## config.mk

```make
export PLATFORM = sky130hd
export DESIGN_NAME = multilevel_feedback_queue_scheduler
export DESIGN_NICKNAME = d
export VERILOG_FILES = /design/src/rtl/mfq_pkg.sv /design/src/rtl/multilevel_feedback_queue_scheduler.sv /design/src/rtl/mfq_ram.sv
export SDC_FILE = /design/constraint.sdc
export NUM_CORES = 2
export LEC_CHECK = 0
export ABC_CLOCK_PERIOD_IN_PS = 13000
export BUFFER_PORTS_ARGS = -buffer_cell sky130_fd_sc_hd__buf_4
export CAP_MARGIN = 20
export CORE_ASPECT_RATIO = 1.75
export CORE_MARGIN = 8
export CORE_UTILIZATION = 50
export CTS_CLUSTER_SIZE = 20
export DETAILED_ROUTE_END_ITERATION = 8
export PLACE_DENSITY_LB_ADDON = 0.15
export REMOVE_ABC_BUFFERS = 1
export SYNTH_ARGS = -nofsm -noshare
export SYNTH_HDL_FRONTEND = slang
export SYNTH_HIERARCHICAL = 1
export SYNTH_SLANG_ARGS = --single-unit
```

## constraint.sdc

```tcl
create_clock -name clk -period 13 [get_ports clk]
set_clock_uncertainty 0.15 [all_clocks]
set_input_delay 1.3 -clock clk [delete_from_list [all_inputs] [get_ports clk]]
set_output_delay 1.3 -clock clk [all_outputs]
set_load 0.02 [all_outputs]
```

## src/rtl/mfq_pkg.sv

```systemverilog
// Package with the constants, types and codes of the multilevel feedback queue scheduler.
`timescale 1ns / 1ps

package mfq_pkg;

    localparam int QUEUE_DEPTH = 16;
    localparam int NUM_LEVELS  = 3;
    localparam int STORE_DEPTH = NUM_LEVELS * QUEUE_DEPTH;

    localparam int PTR_W  = $clog2(QUEUE_DEPTH);
    localparam int CNT_W  = $clog2(QUEUE_DEPTH + 1);
    localparam int LVL_W  = $clog2(NUM_LEVELS);
    localparam int ADDR_W = $clog2(STORE_DEPTH);

    localparam logic ACT_ADD      = 1'b0;
    localparam logic ACT_DISPATCH = 1'b1;

    localparam logic [1:0] STATUS_OK    = 2'd0;
    localparam logic [1:0] STATUS_FULL  = 2'd1;
    localparam logic [1:0] STATUS_EMPTY = 2'd2;

    typedef struct packed {
        logic        action;
        logic [7:0]  proc_id;
        logic [15:0] burst;
        logic [1:0]  level;
    } item_t;

    typedef struct packed {
        logic        served_valid;
        logic [7:0]  served_id;
        logic [1:0]  served_level;
        logic [1:0]  status;
    } result_t;

    typedef struct packed {
        logic [7:0]  proc_id;
        logic [15:0] burst;
    } record_t;

    typedef enum logic {
        ST_IDLE,
        ST_POP
    } state_t;

endpackage

```

## src/rtl/multilevel_feedback_queue_scheduler.sv

```systemverilog
// Top level of the multilevel feedback queue scheduler.
// An add beat and a dispatch beat that finds every queue empty stay in idle; their result
// is strobed by done in the cycle after acceptance. A dispatch that finds a process enters
// the POP state, which uses the registered read data of the record memory and writes back
// a demoted record; its result is strobed by done after the POP state. busy is high only
// in the POP state of a dispatch. Results cannot be held off by the receiver.
// The record memory needs no clearing after reset.
`timescale 1ns / 1ps

module multilevel_feedback_queue_scheduler (
    input  logic              clk,
    input  logic              rst_n,
    input  logic              start,
    output logic              busy,
    input  mfq_pkg::item_t    item,
    output logic              done,
    output mfq_pkg::result_t  result,
    input  logic              cfg_valid,
    output logic              cfg_ready,
    input  logic [15:0]       cfg_data
);

    import mfq_pkg::*;

    state_t              state_reg, state_next;
    logic [PTR_W-1:0]    head_reg [NUM_LEVELS];
    logic [PTR_W-1:0]    head_next [NUM_LEVELS];
    logic [CNT_W-1:0]    fill_reg [NUM_LEVELS];
    logic [CNT_W-1:0]    fill_next [NUM_LEVELS];
    logic [LVL_W-1:0]    next_lvl_reg, next_lvl_next;
    logic [LVL_W-1:0]    found_reg, found_next;
    logic [15:0]         thresh_reg;
    logic                done_reg, done_next;
    result_t             result_reg, result_next;

    logic                accept;
    logic                found_any;
    logic [LVL_W-1:0]    found_lvl;
    logic                ram_we;
    logic [ADDR_W-1:0]   ram_waddr;
    logic [ADDR_W-1:0]   ram_raddr;
    record_t             ram_wdata;
    record_t             ram_rdata;

    function automatic logic [PTR_W-1:0] slot_of(input logic [PTR_W-1:0] head,
                                                 input logic [CNT_W-1:0] fill);
        logic [CNT_W:0] sum;
        sum = (CNT_W+1)'(head) + (CNT_W+1)'(fill);
        if (sum >= (CNT_W+1)'(QUEUE_DEPTH))
        begin
            sum = sum - (CNT_W+1)'(QUEUE_DEPTH);
        end
        return PTR_W'(sum);
    endfunction

    function automatic logic [ADDR_W-1:0] addr_of(input logic [LVL_W-1:0] lvl,
                                                  input logic [PTR_W-1:0] slot);
        return ADDR_W'(ADDR_W'(lvl) * ADDR_W'(QUEUE_DEPTH)) + ADDR_W'(slot);
    endfunction

    function automatic logic [LVL_W-1:0] sat_level(input logic [LVL_W:0] lvl);
        if (int'(lvl) >= NUM_LEVELS)
        begin
            return LVL_W'(NUM_LEVELS - 1);
        end
        return LVL_W'(lvl);
    endfunction

    mfq_ram #(
        .WIDTH ($bits(record_t)),
        .DEPTH (STORE_DEPTH)
    ) u_store (
        .clk   (clk),
        .we    (ram_we),
        .waddr (ram_waddr),
        .wdata (ram_wdata),
        .raddr (ram_raddr),
        .rdata (ram_rdata)
    );

    assign accept    = start && (state_reg == ST_IDLE);
    assign cfg_ready = 1'b1;
    assign done      = done_reg;
    assign result    = result_reg;

    always_comb
    begin
        logic [LVL_W:0] cand;
        found_any = 1'b0;
        found_lvl = '0;
        for (int k = 0; k < NUM_LEVELS; k++)
        begin
            cand = (LVL_W+1)'(next_lvl_reg) + (LVL_W+1)'(k);
            if (int'(cand) >= NUM_LEVELS)
            begin
                cand = cand - (LVL_W+1)'(NUM_LEVELS);
            end
            if (!found_any && (fill_reg[LVL_W'(cand)] != '0))
            begin
                found_any = 1'b1;
                found_lvl = LVL_W'(cand);
            end
        end
    end

    always_comb
    begin
        state_next = state_reg;
        case (state_reg)
            ST_IDLE:
            begin
                if (accept && (item.action == ACT_DISPATCH) && found_any)
                begin
                    state_next = ST_POP;
                end
            end
            ST_POP:
            begin
                state_next = ST_IDLE;
            end
            default:
            begin
                state_next = ST_IDLE;
            end
        endcase
    end

    always_comb
    begin
        case (state_reg)
            ST_POP:  busy = 1'b1;
            default: busy = 1'b0;
        endcase
    end

    always_comb
    begin
        logic [LVL_W-1:0] lvl;
        logic [LVL_W-1:0] dst;
        head_next     = head_reg;
        fill_next     = fill_reg;
        next_lvl_next = next_lvl_reg;
        found_next    = found_reg;
        done_next     = 1'b0;
        result_next   = result_reg;
        ram_we        = 1'b0;
        ram_waddr     = '0;
        ram_wdata     = '{proc_id: item.proc_id, burst: item.burst};
        ram_raddr     = addr_of(found_lvl, head_reg[found_lvl]);
        lvl           = sat_level((LVL_W+1)'(item.level));
        dst           = '0;

        if (accept)
        begin
            if (item.action == ACT_ADD)
            begin
                done_next   = 1'b1;
                result_next = '{served_valid: 1'b0, served_id: '0,
                                served_level: '0, status: STATUS_OK};
                if (int'(fill_reg[lvl]) >= QUEUE_DEPTH)
                begin
                    result_next.status = STATUS_FULL;
                end
                else
                begin
                    ram_we         = 1'b1;
                    ram_waddr      = addr_of(lvl, slot_of(head_reg[lvl], fill_reg[lvl]));
                    fill_next[lvl] = fill_reg[lvl] + CNT_W'(1);
                end
            end
            else if (!found_any)
            begin
                done_next   = 1'b1;
                result_next = '{served_valid: 1'b0, served_id: '0,
                                served_level: '0, status: STATUS_EMPTY};
            end
            else
            begin
                found_next = found_lvl;
            end
        end
        else if (state_reg == ST_POP)
        begin
            done_next   = 1'b1;
            result_next = '{served_valid: 1'b1, served_id: ram_rdata.proc_id,
                            served_level: 2'(found_reg), status: STATUS_OK};
            if (int'(head_reg[found_reg]) == QUEUE_DEPTH - 1)
            begin
                head_next[found_reg] = '0;
            end
            else
            begin
                head_next[found_reg] = head_reg[found_reg] + PTR_W'(1);
            end
            fill_next[found_reg] = fill_reg[found_reg] - CNT_W'(1);
            next_lvl_next = sat_level((LVL_W+1)'(found_reg) + (LVL_W+1)'(1));
            if (int'(found_reg) == NUM_LEVELS - 1)
            begin
                next_lvl_next = '0;
            end

            if (ram_rdata.burst > thresh_reg)
            begin
                dst = sat_level((LVL_W+1)'(found_reg) + (LVL_W+1)'(1));
                if (int'(fill_next[dst]) >= QUEUE_DEPTH)
                begin
                    result_next.status = STATUS_FULL;
                end
                else
                begin
                    ram_we         = 1'b1;
                    ram_waddr      = addr_of(dst, slot_of(head_next[dst], fill_next[dst]));
                    ram_wdata      = ram_rdata;
                    fill_next[dst] = fill_next[dst] + CNT_W'(1);
                end
            end
        end
    end

    always_ff @(posedge clk or negedge rst_n)
    begin
        if (!rst_n)
        begin
            state_reg    <= ST_IDLE;
            next_lvl_reg <= '0;
            thresh_reg   <= 16'd2;
            done_reg     <= 1'b0;
            for (int i = 0; i < NUM_LEVELS; i++)
            begin
                head_reg[i] <= '0;
                fill_reg[i] <= '0;
            end
        end
        else
        begin
            state_reg    <= state_next;
            next_lvl_reg <= next_lvl_next;
            done_reg     <= done_next;
            head_reg     <= head_next;
            fill_reg     <= fill_next;
            if (cfg_valid && cfg_ready)
            begin
                thresh_reg <= cfg_data;
            end
        end
    end

    always_ff @(posedge clk)
    begin
        found_reg  <= found_next;
        result_reg <= result_next;
    end

    // A dispatch that reached the memory always reports in the following cycle.
    assert property (@(posedge clk) disable iff (!rst_n)
        (state_reg == ST_POP) |=> (done_reg && result_reg.served_valid))
        else $error("pop cycle did not produce a served result");

    // A served result only comes out of the memory read cycle.
    assert property (@(posedge clk) disable iff (!rst_n)
        (done_reg && result_reg.served_valid) |-> ($past(state_reg) == ST_POP))
        else $error("served result without a memory read");

    // The round-robin pointer always names an existing level.
    assert property (@(posedge clk) disable iff (!rst_n)
        (int'(next_lvl_reg) < NUM_LEVELS))
        else $error("round-robin pointer out of range");

    // A dispatch only reaches the memory read cycle for a nonempty level.
    assert property (@(posedge clk) disable iff (!rst_n)
        (state_reg == ST_POP) |-> (fill_reg[found_reg] != '0))
        else $error("pop from an empty level");

    generate
        for (genvar g = 0; g < NUM_LEVELS; g++)
        begin : g_fill_chk
            assert property (@(posedge clk) disable iff (!rst_n)
                (int'(fill_reg[g]) <= QUEUE_DEPTH))
                else $error("fill count above queue depth");
        end
    endgenerate

endmodule

```

## src/rtl/mfq_ram.sv

```systemverilog
// Generic single-port-write, single-port-read RAM with registered read data.
`timescale 1ns / 1ps

module mfq_ram #(
    parameter int WIDTH = 8,
    parameter int DEPTH = 16
) (
    input  logic                     clk,
    input  logic                     we,
    input  logic [$clog2(DEPTH)-1:0] waddr,
    input  logic [WIDTH-1:0]         wdata,
    input  logic [$clog2(DEPTH)-1:0] raddr,
    output logic [WIDTH-1:0]         rdata
);

    logic [WIDTH-1:0] mem [DEPTH];

    always_ff @(posedge clk)
    begin
        if (we)
        begin
            mem[waddr] <= wdata;
        end
        rdata <= mem[raddr];
    end

endmodule

```

==> summary.md <==
| Metric | Value |
|---|---|
| Most common cell after layout, fill and taps aside | `edfxtp_1` |
| Total of max-cap violations | `0` |
| Global-route wire length before repair | `177000 um` |
| Critical path required time | `13400 ps` |
| Yosys cell types | `73` |
| Final Net Count | `2904` |
| Status | `completed` |
| Num CTS Buffers | `106` |
| Post-place instance area | `0.0520 mm^2` |
| Core Region | `0.0992 mm^2` |
| R2R depth | `13` |
| Reg clk slew, reported paths | `70 ps` |
| Pin count of the biggest net entering global routing | `132` |
| Hold depth | `1` |
| H-tree depth | `3` |
| Leakage power | `18.3 nW` |
| Share of synthesized registers carrying an async set or reset | `3.80%` |
| CP endpoint kind | `flop` |
| Clock tree from TritonCTS | `yes` |
| Worst-margin pin slew | `1100 ps` |
| Crit path max-delay family | `multiplexers` |
| Row count | `153` |
| First-pass DRT Iterations | `5` |
| Routed Antenna Nets | `0` |
| Slew headroom | `26.1%` |
| Netlist Area Pre-Place | `0.0500 mm^2` |
| Post-synth EDFFs | `1167` |
| Crit start category | `flop` |
| Final hold vios | `0` |
| Slew Limit Fails | `0` |
| Count of input and output buffers | `61` |
| Crit path cell chain | `or4_1, nor2_1, maj3_1, nor2_1, a211oi_2, mux2i_1, o21ai_4, buf_12, buf_12, mux4_2, mux4_2, nand2_1, o41ai_2` |
| Worst EP arrival | `6550 ps` |
| Minimum clock period | `6150 ps` |
| Max FO, Critical Path | `131` |
| Clk_lat worst skew | `710 ps` |
| Critical path class | `flop to flop` |
| CP peak stage delay | `720 ps` |
| Vias post-DR | `25.8k` |
| Crit. path cell count | `13` |
| Die Footprint | `0.111 mm^2` |
| DR iter-0 viols | `1975` |
| GP Congestion | `0.890` |
| Cell area after layout | `0.0557 mm^2` |
| Unrepaired setup endpoints after global routing | `false` |
| Die height | `434 um` |
| Critical path's slowest cell | `a211oi_2` |
| Share of cells above drive strength 1 | `18.9%` |
| Sequential share of the synthesized area | `73.4%` |
| Peak VDD IR | `0.425 mV` |
| Vias/cell | `6.09` |
| Total gr overflow | `0` |
| Clock Tree Buf Depth | `3` |
| Wire per inst | `28.4 um` |
| Clock root buffer | `clkbuf_16` |
| Synth Register Bits | `1238` |
| Effective utilization at floorplan | `50.4%` |
| Die Wd | `255 um` |
| Hold Path Class | `flop to flop` |
| # Post-CTS Setup Buffers | `0` |
| Synth Instances | `2748` |
| Syn Area/Cell | `18.2 um^2` |
| Vias in the first global route | `26.9k` |
| Residual DRC | `0` |
| Most used DFF post-synth | `edfxtp_1` |
| # resized after CTS | `0` |
| Max reg flops | `1152` |
| PD cells | `251 mW/mm^2` |
| Smallest hold slack | `381 ps` |
| Most frequent cells in the layout | `edfxtp_1, mux2i_1, buf_4, mux4_2, clkbuf_16` |
| Final Cycle Share | `47.3%` |
| Synth-to-Final Area Change | `11.5%` |
| GRT Resource Usage Total | `21.8%` |
| DPL Wire Length | `75300 um` |
| Initial antenna violation count | `3` |
| Routed wire length | `121000 um` |
| Max Clk Rate | `163 MHz` |
| Clock sinks | `1238` |
| Post-CTS Hold Buffers | `0` |
| Io pins | `63` |
| Synthesis Warnings | `6` |
| Final setup viols | `0` |
| Buffers and inverters on the worst path | `2` |
-- per-layer routing --
metal	share of wire, %	global-route usage (%)
met2	54	39.9
met4	3.2	7.87
met3	4.4	2.83
met1	38	26.1
met5	0	0
-- cells in the mapped netlist (all sizes together), types with 2 or more instances --
| master | instances | share of area [%] |
|---|---|---|
| dfrtp | 46 | 2.3 |
| mux2i | 406 | 8.1 |
| nand3 | 15 | 0.15 |
| nor3 | 12 | 0.13 |
| a22o | 52 | 0.91 |
| a211oi | 3 | 0.065 |
| o31ai | 3 | 0.045 |
| o21bai | 2 | 0.030 |
| xnor2 | 17 | 0.30 |
| mux4 | 120 | 5.4 |
| edfxtp | 1167 | 70 |
| nor2 | 73 | 0.55 |
| clkbuf | 81 | 0.62 |
| and2 | 14 | 0.18 |
| or3 | 3 | 0.038 |
| nand3b | 5 | 0.075 |
| mux2 | 37 | 0.87 |
| fa | 2 | 0.080 |
| a22oi | 98 | 1.5 |
| a31oi | 4 | 0.050 |
| nand2b | 8 | 0.10 |
| buf | 82 | 1.2 |
| o22a | 3 | 0.053 |
| or3b | 2 | 0.035 |
| o41ai | 24 | 0.78 |
| a221o | 4 | 0.080 |
| ha | 28 | 0.70 |
| dfxtp | 24 | 0.96 |
| or4 | 2 | 0.030 |
| or2 | 3 | 0.043 |
| nor4b | 2 | 0.035 |
| xor2 | 4 | 0.070 |
| a21oi | 75 | 0.76 |
| a221oi | 49 | 0.86 |
| nor3b | 3 | 0.045 |
| nand2 | 88 | 0.66 |
| o21ai | 68 | 0.68 |
| o22ai | 28 | 0.35 |
| nand4b | 3 | 0.053 |
| a21o | 8 | 0.12 |
| and3 | 2 | 0.025 |
| nor2b | 14 | 0.18 |
| inv | 39 | 0.29 |
| nand4 | 7 | 0.088 |
-- through the flow --
| stage | utilization (%) | setup TNS [ps] | cells | total power [mW] | setup WS [ps] |
|---|---|---|---|---|---|
| final | 56.2 | 0 | 4237 | 14.0 | 6850 |
| after detailed placement | 52.5 | 0 | 4036 | 10.8 | 6980 |
| after CTS | 56.2 | 0 | 4235 | 14.1 | 6970 |
| after floorplan | - | -1074470 | 2585 | 9.61 | -44770 |
| after global placement | 52.5 | 0 | 4036 | 10.7 | 7060 |
| after global routing | 56.2 | 0 | 4236 | 14.6 | 6640 |
-- area by class of cell --
cell class | instances | area, um^2
fill | 7585 | 43400
sequential | 1238 | 36700
multi-input combinational | 1308 | 12500
clock buffer | 132 | 2890
tap | 1317 | 1650
timing repair buffer | 134 | 1060
clock inverter | 67 | 797
inverter | 39 | 146
antenna | 2 | 5.00
-- worst reg2reg max path, delay by kind of cell, from the launching register on --
family                   cells  cell delay [ps]
multiplexers                 3             1700
adder cells (fa/ha/maj)      1              220
buffers and inverters        2             1520
AO/OA/AOI/OAI                3             1010
flip-flops                   1              420
AND/OR/NAND/NOR              4              980
-- worst paths after layout --
path / from / endpoint / slack, ps
max in group asynchronous: rst_n / head_reg[4] / 11710
min: thresh_reg[0] / thresh_reg[0] / 380
max reg2reg: fill_reg[12] / u_store/rdata[10] / 6850
max: fill_reg[12] / u_store/rdata[10] / 6850
min in group asynchronous: rst_n / thresh_reg[14] / 470
min reg2reg: thresh_reg[0] / thresh_reg[0] / 380
-- power by group --
| group | switching, mW | internal [mW] |
|---|---|---|
| Combinational | 3.29 | 2.54 |
| Sequential | 0.159 | 4.71 |
| Clock | 1.43 | 1.89 |
| Total | 4.88 | 9.13 |
-- logic make-up (layout without fill, tap and decap cells) --
family | Yosys count | after routing | synth area share, %
AOI/OAI and AO/OA | 433 | 433 | 6.46
xor gates and xnor gates | 21 | 21 | 0.368
buffers and inverters | 202 | 372 | 2.08
and+or+nand+nor | 259 | 259 | 2.45
muxes | 563 | 563 | 14.4
DFF | 1238 | 1238 | 73.4
other | 1 | 3 | 0.00750
adders and majority gates | 31 | 31 | 0.801
Power figures use the tool's default switching activity.
